[src/sv/udd_pkg.sv]
// Shared types and constants for the ultrasonic echo distance block.
// No dependencies; every other file in sv/ imports this package.
package udd_pkg;

    localparam int SENSOR_W    = 2;
    localparam int TICK_W      = 16;
    localparam int DIST_W      = 14;
    localparam int CFG_IDX_W   = 8;
    localparam int NUM_SENSORS = 4;

    localparam logic [TICK_W-1:0] PERIOD_RESET    = 16'd50000;
    localparam logic [TICK_W-1:0] MAX_TICKS_RESET = 16'd1160;
    localparam logic [TICK_W-1:0] ELAPSED_CAP     = 16'hFFFF;

    // distance = elapsed * 10 / 58 = floor(elapsed * (5 * ceil(2^24 / 29)) / 2^24),
    // exact for every 16-bit elapsed value.
    localparam int RECIP_W     = 22;
    localparam int RECIP_SHIFT = 24;
    localparam logic [RECIP_W-1:0] DIST_RECIP = 22'd2892625;
    localparam int PROD_W      = TICK_W + RECIP_W;
    localparam logic [DIST_W-1:0]  DIST_MAX   = 14'd11299;

    localparam logic [CFG_IDX_W-1:0] REG_TIMER_PERIOD = 8'd0;
    localparam logic [CFG_IDX_W-1:0] REG_MAX_TICKS    = 8'd1;

    typedef struct packed {
        logic [TICK_W-1:0] timer_period;
        logic [TICK_W-1:0] max_ticks;
    } t_cfg;

    typedef struct packed {
        logic [SENSOR_W-1:0] sensor;
        logic [TICK_W-1:0]   elapsed;
        logic                ok;
    } t_job;

endpackage

[src/sv/udd_front.sv]
// Front end: takes edge beats, keeps the per-sensor start counts and turns
// each falling edge into a measurement job. Depends on udd_pkg.
module udd_front (
    input  logic                         i_clk,
    input  logic                         i_rst_n,
    input  udd_pkg::t_cfg                i_cfg,
    input  logic                         i_valid,
    output logic                         o_ready,
    input  logic [udd_pkg::SENSOR_W-1:0] i_sensor,
    input  logic                         i_level,
    input  logic [udd_pkg::TICK_W-1:0]   i_timer_count,
    input  logic                         i_q_full,
    output logic                         o_push,
    output udd_pkg::t_job                o_job
);
    import udd_pkg::*;

    logic [TICK_W-1:0] r_start [NUM_SENSORS];
    logic [TICK_W-1:0] start;
    logic [TICK_W:0]   up;
    logic [TICK_W:0]   wrap_diff;
    logic [TICK_W-1:0] elapsed;
    logic              ok;
    logic              in_range;
    logic              accept;

    // Rising edges never need queue space.
    assign o_ready  = i_level | ~i_q_full;
    assign accept   = i_valid & o_ready;
    assign in_range = int'(i_sensor) < NUM_SENSORS;
    assign start    = r_start[i_sensor];

    assign up        = {1'b0, i_cfg.timer_period} + {1'b0, i_timer_count};
    assign wrap_diff = up - {1'b0, start};

    always_comb begin
        elapsed = '0;
        ok      = 1'b0;
        if (i_timer_count > start) begin
            elapsed = i_timer_count - start;
            ok      = elapsed < i_cfg.max_ticks;
        end else if (i_timer_count < start) begin
            if (up >= {1'b0, start}) begin
                elapsed = wrap_diff[TICK_W] ? ELAPSED_CAP : wrap_diff[TICK_W-1:0];
                ok      = 1'b1;
            end
        end
    end

    assign o_push      = accept & ~i_level & in_range;
    assign o_job.sensor  = i_sensor;
    assign o_job.elapsed = elapsed;
    assign o_job.ok      = ok;

    always_ff @(posedge i_clk) begin
        if (!i_rst_n) begin
            for (int k = 0; k < NUM_SENSORS; k++) begin
                r_start[k] <= '0;
            end
        end else if (accept && i_level && in_range) begin
            r_start[i_sensor] <= i_timer_count;
        end
    end

endmodule

[src/sv/udd_fifo.sv]
// Two-entry job queue between the front end and the distance pipeline.
// Depends on udd_pkg for the job type.
module udd_fifo (
    input  logic          i_clk,
    input  logic          i_rst_n,
    input  logic          i_push,
    input  udd_pkg::t_job i_job,
    input  logic          i_pop,
    output udd_pkg::t_job o_job,
    output logic          o_full,
    output logic          o_empty
);
    import udd_pkg::*;

    t_job       r_mem [2];
    logic       r_wptr;
    logic       r_rptr;
    logic [1:0] r_count;

    assign o_job   = r_mem[r_rptr];
    assign o_full  = r_count == 2'd2;
    assign o_empty = r_count == 2'd0;

    always_ff @(posedge i_clk) begin
        if (i_push) begin
            r_mem[r_wptr] <= i_job;
        end
    end

    always_ff @(posedge i_clk) begin
        if (!i_rst_n) begin
            r_wptr  <= 1'b0;
            r_rptr  <= 1'b0;
            r_count <= 2'd0;
        end else begin
            if (i_push) begin
                r_wptr <= ~r_wptr;
            end
            if (i_pop) begin
                r_rptr <= ~r_rptr;
            end
            case ({i_push, i_pop})
                2'b10:   r_count <= r_count + 2'd1;
                2'b01:   r_count <= r_count - 2'd1;
                default: r_count <= r_count;
            endcase
        end
    end

    a_no_overflow: assert property (@(posedge i_clk) disable iff (!i_rst_n)
        !(i_push && o_full && !i_pop))
        else $error("job pushed into full queue");

    a_no_underflow: assert property (@(posedge i_clk) disable iff (!i_rst_n)
        !(i_pop && o_empty))
        else $error("job popped from empty queue");

endmodule

[src/sv/udd_back.sv]
// Back end: pops jobs, scales elapsed ticks to distance with a reciprocal
// multiply and holds the result beat. Depends on udd_pkg.
module udd_back (
    input  logic                         i_clk,
    input  logic                         i_rst_n,
    input  logic                         i_q_empty,
    input  udd_pkg::t_job                i_job,
    output logic                         o_pop,
    output logic                         o_valid,
    input  logic                         i_ready,
    output logic [udd_pkg::SENSOR_W-1:0] o_sensor_out,
    output logic [udd_pkg::DIST_W-1:0]   o_distance,
    output logic                         o_valid_res
);
    import udd_pkg::*;

    logic                r_p_valid;
    logic [SENSOR_W-1:0] r_p_sensor;
    logic                r_p_ok;
    logic [PROD_W-1:0]   r_p_prod;
    logic                r_o_valid;
    logic [SENSOR_W-1:0] r_o_sensor;
    logic [DIST_W-1:0]   r_o_dist;
    logic                r_o_ok;
    logic                adv;

    // Advance the whole pipe whenever the output slot is free or drains.
    assign adv   = ~r_o_valid | i_ready;
    assign o_pop = adv & ~i_q_empty;

    always_ff @(posedge i_clk) begin
        if (!i_rst_n) begin
            r_p_valid <= 1'b0;
            r_o_valid <= 1'b0;
        end else if (adv) begin
            r_p_valid <= ~i_q_empty;
            r_o_valid <= r_p_valid;
        end
    end

    always_ff @(posedge i_clk) begin
        if (adv) begin
            r_p_sensor <= i_job.sensor;
            r_p_ok     <= i_job.ok;
            r_p_prod   <= PROD_W'(i_job.elapsed) * PROD_W'(DIST_RECIP);
            r_o_sensor <= r_p_sensor;
            r_o_ok     <= r_p_ok;
            r_o_dist   <= r_p_ok ? r_p_prod[RECIP_SHIFT +: DIST_W] : '0;
        end
    end

    assign o_valid      = r_o_valid;
    assign o_sensor_out = r_o_sensor;
    assign o_distance   = r_o_dist;
    assign o_valid_res  = r_o_ok;

endmodule

[src/sv/ultrasonic_echo_distance.sv]
// Ultrasonic echo distance meter, top level. A falling-edge beat passes through
// the job queue, the product register and the output register to its result
// beat; rising edges give no result. Throughput: one edge beat per cycle unless
// a falling edge meets a full two-entry job queue; the multiply pipe has two stages.
// Reset (synchronous, active low) clears start counts, queue and valids and
// loads timer_period = 50000 and max_ticks = 1160. Uses udd_pkg and submodules.
module ultrasonic_echo_distance (
    input  logic                          i_clk,
    input  logic                          i_rst_n,
    // edge beats
    input  logic                          i_in_valid,
    output logic                          o_in_ready,
    input  logic [udd_pkg::SENSOR_W-1:0]  i_sensor,
    input  logic                          i_level,
    input  logic [udd_pkg::TICK_W-1:0]    i_timer_count,
    // result beats
    output logic                          o_out_valid,
    input  logic                          i_out_ready,
    output logic [udd_pkg::SENSOR_W-1:0]  o_sensor_out,
    output logic [udd_pkg::DIST_W-1:0]    o_distance,
    output logic                          o_valid_res,
    // register writes
    input  logic                          i_cfg_valid,
    output logic                          o_cfg_ready,
    input  logic [udd_pkg::CFG_IDX_W-1:0] i_cfg_index,
    input  logic [udd_pkg::TICK_W-1:0]    i_cfg_data
);
    import udd_pkg::*;

    t_cfg r_cfg;
    t_job push_job;
    t_job pop_job;
    logic push;
    logic pop;
    logic q_full;
    logic q_empty;

    // Register writes are always accepted; unknown indexes are dropped.
    assign o_cfg_ready = 1'b1;

    always_ff @(posedge i_clk) begin
        if (!i_rst_n) begin
            r_cfg.timer_period <= PERIOD_RESET;
            r_cfg.max_ticks    <= MAX_TICKS_RESET;
        end else if (i_cfg_valid) begin
            unique case (i_cfg_index)
                REG_TIMER_PERIOD: r_cfg.timer_period <= i_cfg_data;
                REG_MAX_TICKS:    r_cfg.max_ticks    <= i_cfg_data;
                default:          r_cfg              <= r_cfg;
            endcase
        end
    end

    // Front: classify edges, hold start counts, compute elapsed ticks.
    udd_front u_front (
        .i_clk         (i_clk),
        .i_rst_n       (i_rst_n),
        .i_cfg         (r_cfg),
        .i_valid       (i_in_valid),
        .o_ready       (o_in_ready),
        .i_sensor      (i_sensor),
        .i_level       (i_level),
        .i_timer_count (i_timer_count),
        .i_q_full      (q_full),
        .o_push        (push),
        .o_job         (push_job)
    );

    // Queue: decouple the front from output backpressure.
    udd_fifo u_fifo (
        .i_clk   (i_clk),
        .i_rst_n (i_rst_n),
        .i_push  (push),
        .i_job   (push_job),
        .i_pop   (pop),
        .o_job   (pop_job),
        .o_full  (q_full),
        .o_empty (q_empty)
    );

    // Back: scale to distance and hold the result beat.
    udd_back u_back (
        .i_clk        (i_clk),
        .i_rst_n      (i_rst_n),
        .i_q_empty    (q_empty),
        .i_job        (pop_job),
        .o_pop        (pop),
        .o_valid      (o_out_valid),
        .i_ready      (i_out_ready),
        .o_sensor_out (o_sensor_out),
        .o_distance   (o_distance),
        .o_valid_res  (o_valid_res)
    );

    a_invalid_zero: assert property (@(posedge i_clk) disable iff (!i_rst_n)
        o_out_valid && !o_valid_res |-> o_distance == '0)
        else $error("invalid result carries nonzero distance");

    a_dist_range: assert property (@(posedge i_clk) disable iff (!i_rst_n)
        o_out_valid |-> o_distance <= DIST_MAX)
        else $error("distance beyond saturated range");

    a_rising_no_push: assert property (@(posedge i_clk) disable iff (!i_rst_n)
        push |-> i_in_valid && o_in_ready && !i_level)
        else $error("job queued without an accepted falling edge");

endmodule

[config.mk]
export PLATFORM = sky130hd
export DESIGN_NAME = ultrasonic_echo_distance
export DESIGN_NICKNAME = d
export VERILOG_FILES = /design/src/sv/udd_pkg.sv /design/src/sv/udd_front.sv /design/src/sv/udd_fifo.sv /design/src/sv/udd_back.sv /design/src/sv/ultrasonic_echo_distance.sv
export SDC_FILE = /design/constraint.sdc
export NUM_CORES = 1
export LEC_CHECK = 0
export ABC_AREA = 1
export ABC_CLOCK_PERIOD_IN_PS = 10300
export BUFFER_PORTS_ARGS = -buffer_cell sky130_fd_sc_hd__buf_2
export CORE_UTILIZATION = 70
export CTS_BUF_LIST = sky130_fd_sc_hd__clkbuf_4
export CTS_CLUSTER_DIAMETER = 60
export CTS_CLUSTER_SIZE = 20
export DETAILED_ROUTE_END_ITERATION = 6
export PLACE_DENSITY = 0.89
export SYNTH_ARGS = -nofsm -noshare
export SYNTH_HDL_FRONTEND = slang
export SYNTH_SLANG_ARGS = --single-unit
[constraint.sdc]
create_clock -name i_clk -period 10.3 [get_ports i_clk]
set_clock_uncertainty 0.15 [all_clocks]
set_input_delay 1.545 -clock i_clk [delete_from_list [all_inputs] [get_ports i_clk]]
set_output_delay 1.545 -clock i_clk [all_outputs]
set_load 0.05 [all_outputs]
== After elaboration in Yosys (flattened, before gate mapping) ==
Memories as Yosys holds them, arrays and structs flattened. A register that Yosys moved wholly into a read port is not among the register bits.
Index checks and enable logic that the tools add are counted.
Operators by class
  $add $sub $neg: 5
  multipliers: 1
  eq/ne operators: 4
  bitwise operators: 11
  order comparisons: 4
  multiplexer cells: 19
  reduce and logical (&&, ||, !) cells: 7
Operator list (number)
  $mux W16: 5
  $mul A16 B22 Y38 const B: 1
  $lt A16 B16 Y1: 2
  $add A16 B16 Y17: 1
  $ge A17 B16 Y1: 1
  $sub A17 B16 Y17: 1
  $gt A16 B16 Y1: 1
  $reduce_or A16 Y1: 1
  $sub A16 B16 Y16: 1
  $mux W1: 12
  $eq A8 B1 Y1 const B: 1
  $logic_not A8 Y1: 1
  $not A1 Y1: 6
  $eq A2 B2 Y1 const B: 2
  $pmux W2 S2: 1
  $reduce_and A2 Y1: 2
  $and A1 B1 Y1: 3
  $add A2 B1 Y2 const B: 1
  $eq A2 B1 Y1 const B: 1
  $logic_not A2 Y1: 1
  $mux W2: 1
  $or A1 B1 Y1: 2
  $reduce_bool A2 Y1: 1
  $sub A2 B1 Y2 const B: 1
  $logic_and A1 B1 Y1: 1
Word-level totals
  bits in writable memories: 102
  memories kept: 2
  output and inout port bits: 20
  register bits after elaboration: 96
Memory list
  u_front.r_start: words 4, width 16, read ports 1, clocked after Yosys merged registers in 0, write ports 4, line udd_front.sv:18  | logic [TICK_W-1:0] r_start [NUM_SENSORS];
  u_fifo.r_mem: words 2, width 19, read ports 1, clocked after Yosys merged registers in 1, write ports 1, line udd_fifo.sv:15  | t_job r_mem [2];

== Longest topological paths before layout ==
Gate-level depths: netlist of the first run.
  word-level depth: 10
  mapped depth: 27
  mapped depth without buffers: 27

== By module ==
A second synthesis of the first run with hierarchy kept.
Unflattened totals
  cell total of the unflattened synthesis: 2000
  area, all modules: 16133.0 µm²
By module, submodules not included
  udd_back: seq. area each 1061.0 µm², area each 6937.9 µm², instances 1, cells each 848
  udd_front: seq. area each 1921.8 µm², area each 6180.9 µm², instances 1, cells each 862
  udd_fifo: seq. area each 1241.2 µm², area each 1650.3 µm², instances 1, cells each 94
  ultrasonic_echo_distance: seq. area each 640.6 µm², area each 1363.8 µm², instances 1, cells each 196

== Least setup slack after synthesis of the first run ==
Ideal clock, no wire load.
  kind: register -> register
  from: register with a tool-made name
  to: register u_back.r_p_prod[33], data pin
  setup slack: 4737 ps
  clock period less this slack: 5563 ps
  cell stages (with the launch flop): 28
  setup time: 252 ps
  arrival: 5161 ps
  cell sequence: dfxtp_1 -> inv_1 -> or2_2 -> o21ai_0 -> inv_1 -> ha_1 -> inv_1 -> fa_1 -> inv_1 -> fa_1 -> inv_1 -> fa_1 -> inv_1 -> fa_1 -> inv_1 -> fa_1 -> inv_1 -> ha_1 -> a21oi_1 -> o21ai_0 -> nand2_1 -> nand2_1 -> inv_1 -> nor2_1 -> nor2_1 -> nand2_1 -> nand2_1 -> nand2_1
RTL lines
  end signal, assigned: line udd_back.sv:45  | r_p_prod <= PROD_W'(i_job.elapsed) * PROD_W'(DIST_RECIP);
  end, declared: line udd_back.sv:20  | logic [PROD_W-1:0] r_p_prod;

==> impl_metrics.toml, run 1 <==
[flow_run]
cap_violations = 0

[clock_network]
holdBufCountCts = 0
cts_tree = "done"
insertion_delay_ns = 0.60
numClockSinks = 175
cts_buffer_depth = 2
clkTransAtPathRegs_ns = 0.19
htreeDepth = 4
numCtsBuffers = 17
ctsRootBufferMaster = "clkbuf_4"
post_cts_buffers = 0
cts.repair.resized = 0

[yosys]
postSynthCellCount = 1898
ys_seq_elements = 175
seq_area_frac_synth = 0.315
async_reset_ff_frac = 0
yosys_warnings = 0
post-synth-top-area-cell = "edfxtp_1"
synth_edf_count = 136
synth_most_common_cell = "nand2_1"
synthFlopType = "edfxtp_1"
synth_top_area_frac = 0.264
syn-num-nets = 2252
syn-cell-area_mm2 = 0.0155
synth_common_cells = "nand2_1 (492), inv_1 (328), ha_1 (228), nor2_1 (178), edfxtp_1 (136)"
avgSynthCellArea_um2 = 8.14
synthDistinctLibCells = 41
synth.area.top_cells = "edfxtp_1 (26%), ha_1 (18%), nand2_1 (12%)"

[placement]
dp_slack_ns = 3.36
dpl-instance-area_mm2 = 0.0160
gp_congestion = 1.01
dp_hpwl_um = 33000
port_buffers = 66

[timing]
setup-violations-final = 0
maxSlewViolCount = 0
slew-limit-headroom = 0.301
fin_tns_setup_ns = 0
tightest_slew_ns = 1.04
clock.fmax_mhz = 143
timing.final.ws_setup_ns = 3.31
min_period_over_period = 0.679
rsz0062_at_grt = "no"
finalHoldViolCount = 0
period_minus_slack_ns = 6.99

[detailed_routing]
wl_um = 40700
dr.pass1.iters = 6
post-route-drc-count = 0
vias = 12900
post_drt_wl_per_cell_um = 18.1
viasPerCell = 5.73
drt.antenna.violating_nets = 0
drt_iter0_markers = 754

[setup_path]
cp.required_ns = 10.52
r2r_cells = 23
end_kind = "flop"
r2r_slack_ns = 3.31
path_class = "reg2reg"
arrival_ns = 7.21
timing.rr.end = "u_back.r_p_prod[37]"
critPathMaxFanout = 20
crit_path_start_kind = "flop"

[global_routing]
overflow = 0
antenna_found_initial = 1
grt_util_all_layers = 0.378
grt_pass1_wl_um = 64300
grt_max_degree = 42
grt_pass1_vias = 13100

[hold_path]
hp-class = "reg2reg"
whs_path_depth = 0
hp-start = "u_back.r_p_sensor[0]"
min_to = "u_back.o_sensor_out[0]"

[layout]
layout-drive-gt1-share = 0.0650
final_core_util = 0.751
design_area_mm2 = 0.0163
fill_cells = 1664
synthToLayoutAreaGrowth_pct = 5.66
nNetsFinal = 2311

[floorplan]
die_w_um = 151
dieArea_mm2 = 0.0227
ios = 68
initial_core_util = 0.710
die_y_um = 151
floorplan.core_area_mm2 = 0.0218
rows = 54

[status]
status = "complete, no violations"
worst max-delay path by stage:
| stage | from | endpoint |
|---|---|---|
| 2_1_floorplan | flop | u_back.r_p_prod[33] |
| 3_3_place_gp | flop | u_back.r_p_prod[33] |
| 3_5_place_dp | flop | u_back.r_p_prod[29] |
| 4_1_cts | flop | u_back.r_p_prod[29] |
| 5_1_grt | flop | u_back.r_p_prod[33] |
| 6_report | flop | u_back.r_p_prod[37] |
metal layers:
layer	up-vias	track usage	wire, um
met2	496	0.678	20600
met4	0	0.318	3760
met3	194	0.0576	2020
met1	5972	0.387	14400
met5	-	0	0
li1	6238	-	-
through the flow:
| stage | hold WS (ns) | std cells |
|---|---|---|
| floorplan | 0.250 | 1898 |
| global placement | 0.256 | 2218 |
| detailed placement | 0.273 | 2218 |
| CTS | 0.299 | 2250 |
| global route | 0.308 | 2251 |
| finish | 0.308 | 2251 |
registers in the layout, summed over array words and instances, names as in the netlist, named ones only:
signal / cells
u_back.r_p_valid: 1
u_back.r_p_ok: 1
u_back.r_p_sensor: 2
u_fifo.r_rptr: 1
r_cfg: 32
u_back.r_p_prod: 14
u_back.o_sensor_out: 2
u_front.r_start: 64
u_fifo.r_count: 2
u_back.o_valid: 1
u_fifo.r_wptr: 1
u_back.o_valid_res: 1
u_fifo.r_mem: 38
u_back.o_distance: 14
layout by cell type, fill, tap and decap left out, drive strengths merged, types with 3 or more instances in the layout:
cell    count
nand2     498
inv       340
ha        228
nor2      178
edfxtp    136
a21oi     116
fa         78
nand3      70
buf        70
o21ai      65
dfxtp      39
nor3       23
xor2       18
clkbuf     17
a32o       15
o21bai     15
xnor2      11
or2        10
nand4       8
nand3b      7
a21o        6
clkinv      5
a21boi      3
critical path, cell delays in order (launching register included):
cell     delay, ns
dfxtp_1       0.75
inv_1         0.44
or2_2         0.38
o21ai_0       0.33
inv_1         0.41
ha_1          0.36
inv_1         0.08
fa_1          0.42
inv_1         0.07
ha_1          0.23
inv_1         0.08
fa_1          0.42
inv_1         0.09
fa_1          0.42
fa_1          0.55
ha_1          0.40
a21oi_1       0.28
o21ai_0       0.22
a21oi_1       0.30
nor2_1        0.09
nor2_1        0.13
nand2_1       0.07
nand2_1       0.06
nand2_1       0.05
final cells by class:
cell class,instances,area (um2),area share
well taps,280,350,0.0215
repair buffers,70,360,0.0221
diodes,1,2.50,0.000153
clock inverters,15,171,0.0105
flip-flops and latches,175,4860,0.298
clock buffers,17,128,0.00781
inverters,331,1240,0.0761
multi-input cells,1362,9210,0.564
logic make-up after synthesis:
family	synth area share
XOR/XNOR	0.0164
flip-flops	0.315
adder cells (fa/ha/maj)	0.286
AND/OR/NAND/NOR	0.209
AO/OA/AOI/OAI	0.0844
buffers and inverters	0.0896
other	0.000243
Power of run 1 is left out: the tool's default activity adds up to more than one toggle a clock period on the data nets, which glitch-free logic cannot reach.
==> run 2: changes to the inputs <==
Settings changed: ABC_CLOCK_PERIOD_IN_PS 10300 to 5600, CORE_UTILIZATION 70 to 59, PLACE_DENSITY 0.89 to 0.8.
Clock period 10.3 ns to 5.6 ns, I/O delays scaled along.
==> impl_metrics.toml, run 2 (synthesized netlist as in run 1, its figures left out) <==
[status]
status = "complete, but fails checks"
violations = "DRC"

[placement]
dp_slack_ns = -0.220
dp_hpwl_um = 33500
gp_congestion = 0.984
port_buffers = 66
dpl-instance-area_mm2 = 0.0165
place_inst = 2327

[layout]
multi_input_area_mm2 = 0.00962
layout-drive-gt1-share = 0.130
fill_cells = 2133
final_cell_mix = "nand2_1 (482), inv_1 (321), ha_1 (211)"
regMostFlops = "u_front.r_start"
top_regs = "u_front.r_start (64), u_fifo.r_mem (38), r_cfg (32)"
final_common_cell = "nand2_1"
nNetsFinal = 2374
final_cells = 2364
register_area_mm2 = 0.00487
design_area_mm2 = 0.0173
synthToLayoutAreaGrowth_pct = 11.8
largest_reg_flops = 64

[timing]
clock.fmax_mhz = 183
tightest_slew_ns = 0.828
setup-violations-final = 0
timing.final.ws_setup_ns = 0.145
min_period_over_period = 0.974
slew-limit-headroom = 0.447
rsz0062_at_grt = "yes"
maxSlewViolCount = 0
finalHoldViolCount = 0
period_minus_slack_ns = 5.46

[global_routing]
grt_pass1_vias = 13300
antenna_found_initial = 1
grt_max_degree = 41
overflow = 0
grt_pass1_wl_um = 65400
grt_util_all_layers = 0.321

[clock_network]
clkTransAtPathRegs_ns = 0.17
cts_tree = "done"
numCtsBuffers = 17
ctsRootBufferMaster = "clkbuf_4"
numClockSinks = 175
insertion_delay_ns = 0.60
cts_buffer_depth = 2
htreeDepth = 4
holdBufCountCts = 0

[setup_path]
max_stage_delay_ns = 0.57
critical-path-slowest-cell = "fa_1"
crit_chain = "inv_1 -> buf_6 -> or2_2 -> o21ai_2 -> inv_2 -> ha_1 -> ha_4 -> fa_1 -> inv_1 -> fa_1 -> inv_1 -> fa_1 -> fa_1 -> ha_4 -> nand2_2 -> nor2_2 -> inv_2 -> nor3_4 -> nand2_1 -> nand2_1 -> nand2_1 -> nand3_1 -> nand2_1"
crit_path_start_kind = "flop"
end_kind = "flop"
path_buf_inv = 6
arrival_ns = 5.66
crit_family = "adder cells"
path_class = "reg2reg"
cp.required_ns = 5.80
critPathMaxFanout = 14

[detailed_routing]
viasPerCell = 5.49
drt_iter0_markers = 727
drt.antenna.violating_nets = 0
dr.pass1.iters = 7
wl_um = 41700
vias = 13000
post-route-drc-count = 4
post_drt_wl_per_cell_um = 17.6

[floorplan]
rows = 58
die_w_um = 164
initial_core_util = 0.607
ios = 68
die_y_um = 164
floorplan.core_area_mm2 = 0.0255
dieArea_mm2 = 0.0269

[hold_path]
hp-class = "reg2reg"
hp-start = "u_back.r_p_sensor[1]"

[flow_run]
cap_violations = 0
==> run 2: area by class of cell <==
class                   instances  area share
repair buffers                133      0.0484
multi-input cells            1362       0.557
clock inverters                14     0.00963
well taps                     330      0.0239
clock buffers                  18     0.00782
inverters                     331      0.0719
diodes                          1    0.000145
flip-flops and latches        175       0.282
==> run 2: stage by stage <==
| stage | setup TNS (ns) | hold WS (ns) | util |
|---|---|---|---|
| final | 0 | 0.298 | 0.679 |
| after floorplan | 0 | 0.250 | - |
| after global routing | -0.137 | 0.264 | 0.679 |
| after detailed placement | -1.41 | 0.262 | 0.649 |
| after global placement | -0.478 | 0.253 | 0.649 |
| after CTS | -0.00495 | 0.283 | 0.665 |
==> run 2: repair_timing <==
action | in CTS | in global routing
endpoints found under the hold margin | 0 | 0
setup endpoints to repair | 14 | 14
pin swaps | 6 | 28
setup buffers | 0 | 4
gates resized for setup | 32 | 64
==> run 2: final timing paths <==
path	endpoint	slack, ns	cells past startpoint
setup / recovery	u_back.r_p_prod[36]	0.14	23
hold / removal	u_back.o_sensor_out[1]	0.30	0
setup reg to reg	u_back.r_p_prod[36]	0.14	23
hold reg to reg	u_back.o_sensor_out[1]	0.30	0
==> run 2: per-layer routing <==
layer | GRT usage | vias to the layer above | wire [um]
met3 | 0.0396 | 173 | 1750
met2 | 0.590 | 417 | 21200
met5 | 0 | - | 0
met1 | 0.333 | 6009 | 15400
met4 | 0.241 | 0 | 3340
li1 | - | 6382 | -
==> run 2: worst reg2reg max path, stage by stage, from the launching register on <==
cell and delay [ns]:
dfxtp_2 0.37, inv_1 0.06, buf_6 0.14, or2_2 0.28, o21ai_2 0.10, inv_2 0.07, ha_1 0.34, ha_4 0.26
fa_1 0.54, inv_1 0.06, fa_1 0.54, inv_1 0.07, fa_1 0.57, fa_1 0.47, ha_4 0.32, nand2_2 0.07
nor2_2 0.12, inv_2 0.09, nor3_4 0.21, nand2_1 0.07, nand2_1 0.09, nand2_1 0.09, nand3_1 0.09, nand2_1 0.07
Power of run 2 is left out for the same reason.
==> run 3: changes to the inputs <==
Settings changed: CELL_PAD_IN_SITES_DETAIL_PLACEMENT set to 1, CELL_PAD_IN_SITES_GLOBAL_PLACEMENT set to 2, CORE_UTILIZATION 59 to 36, PLACE_DENSITY 0.8 to not set, PLACE_DENSITY_LB_ADDON set to 0.1.
==> impl_metrics.toml, run 3 (synthesized netlist as in run 1, its figures left out) <==
[clock_network]
numCtsBuffers = 17
holdBufCountCts = 0
cts_buffer_depth = 2
numClockSinks = 175
htreeDepth = 4
cts_tree = "done"
ctsRootBufferMaster = "clkbuf_4"
clkTransAtPathRegs_ns = 0.16
insertion_delay_ns = 0.68

[detailed_routing]
drt.antenna.violating_nets = 0
wl_um = 48000
drt_iter0_markers = 421
viasPerCell = 4.95
dr.pass1.iters = 4
vias = 12800
post_drt_wl_per_cell_um = 18.5
post-route-drc-count = 0

[setup_path]
max_stage_delay_ns = 0.50
timing.rr.end = "u_back.r_p_prod[37]"
crit_path_start_kind = "flop"
path_class = "reg2reg"
end_kind = "flop"
path_buf_inv = 7
critical-path-slowest-cell = "fa_1"
r2r_cells = 24
cp.required_ns = 5.90
crit_family = "adder cells"
arrival_ns = 5.74
critPathMaxFanout = 6
worstSetupEndpoint = "u_back.r_p_prod[37]"
crit_chain = "inv_4 -> clkbuf_16 -> or2_2 -> o21ai_2 -> inv_1 -> buf_4 -> ha_1 -> ha_1 -> inv_1 -> fa_1 -> inv_1 -> fa_1 -> fa_1 -> ha_1 -> ha_1 -> a21oi_1 -> o21ai_0 -> buf_4 -> a21oi_1 -> nand2_2 -> nand2_1 -> nand2_1 -> nand2_1 -> nand2_1"
r2r_slack_ns = 0.16
cp.depth = 24

[status]
status = "complete, no violations"

[hold_path]
hp-class = "in2reg"

[global_routing]
antenna_found_initial = 2
grt_pass1_vias = 14100
grt_max_degree = 41
grt_util_all_layers = 0.228
grt_pass1_wl_um = 75600
overflow = 0

[floorplan]
ios = 68
die_w_um = 209
rows = 75
die_y_um = 209
dieArea_mm2 = 0.0438
floorplan.core_area_mm2 = 0.0421
initial_core_util = 0.367

[layout]
largest_reg_flops = 64
top_regs = "u_front.r_start (64), u_fifo.r_mem (38), r_cfg (32)"
final_common_cell = "nand2_1"
synthToLayoutAreaGrowth_pct = 14.6
layout-drive-gt1-share = 0.142
regMostFlops = "u_front.r_start"
final_cells = 2590
final_cell_mix = "nand2_1 (480), inv_1 (312), ha_1 (212)"
nNetsFinal = 2390

[timing]
clock.fmax_mhz = 184
maxSlewViolCount = 0
tightest_slew_ns = 0.971
min_period_over_period = 0.971
slew-limit-headroom = 0.351
finalHoldViolCount = 0
rsz0062_at_grt = "yes"
period_minus_slack_ns = 5.44
worst_hold_slack_ns = 0.227
setup-violations-final = 0

[placement]
gp_congestion = 0.887
dp_hpwl_um = 40600
place_inst = 2549
port_buffers = 66

[flow_run]
cap_violations = 0
## run 3: cell types whose count changed in the layout (fill, tap and decap cells not counted), sizes merged
cell / delta
clkinvlp: +2
clkinv: -1
buf: +15
bufinv: +1
inv: -1
diode: +1
## run 3: timing repair
action	CTS	global route
resized for setup	41	77
setup buffers	0	6
cloned	0	1
endpoints found under the setup margin	14	14
pin swaps	14	30
## run 3: worst min path at each step
stage | startpoint | endpoint | depth (start not counted) | slack (ns)
final | i_cfg_data[15] | r_cfg[31] | 3 | 0.23
after floorplan | u_back.r_p_sensor[0] | u_back.o_sensor_out[0] | 0 | 0.25
after global placement | u_back.r_p_sensor[1] | u_back.o_sensor_out[1] | 0 | 0.27
after detailed placement | u_back.r_p_sensor[1] | u_back.o_sensor_out[1] | 0 | 0.26
after global routing | i_cfg_data[15] | r_cfg[31] | 3 | 0.17
after CTS | i_cfg_data[8] | r_cfg[24] | 3 | 0.15
## run 3: cell type report
cell class | count | area (um2)
fillers | 5137 | 24400
well taps | 539 | 674
clock buffers | 17 | 128
inverters | 331 | 1240
clock inverters | 15 | 175
diodes | 2 | 5.00
multi-input cells | 1362 | 9620
repair buffers | 149 | 990
flip-flops and latches | 175 | 4870
## run 3: metal layers
metal,global-route usage,wire length (um),part of all wire
met5,0,0,0
met4,0.113,2340,0.049
met3,0.0295,966,0.020
met2,0.436,25500,0.53
met1,0.245,19200,0.40
## run 3: through the flow
step / instance area [um2] / setup TNS (ns) / setup slack, ns / util
floorplan: 15500 / 0 / 0.0367 / -
global placement: 16900 / -1.73 / -0.320 / 0.401
detailed placement: 16900 / -2.56 / -0.364 / 0.401
CTS: 17400 / 0 / 0.00252 / 0.412
global route: 17700 / -0.111 / -0.0282 / 0.420
finish: 17700 / 0 / 0.162 / 0.420
## run 3: worst register-to-register path: cells and delay by family (launching register included)
| family | cells | cell delay, ns |
|---|---|---|
| buf+inv | 7 | 0.72 |
| compound gates | 4 | 0.58 |
| simple gates | 6 | 0.60 |
| flops | 1 | 0.39 |
| fa+ha+maj | 7 | 2.74 |
Power of run 3 is left out for the same reason.
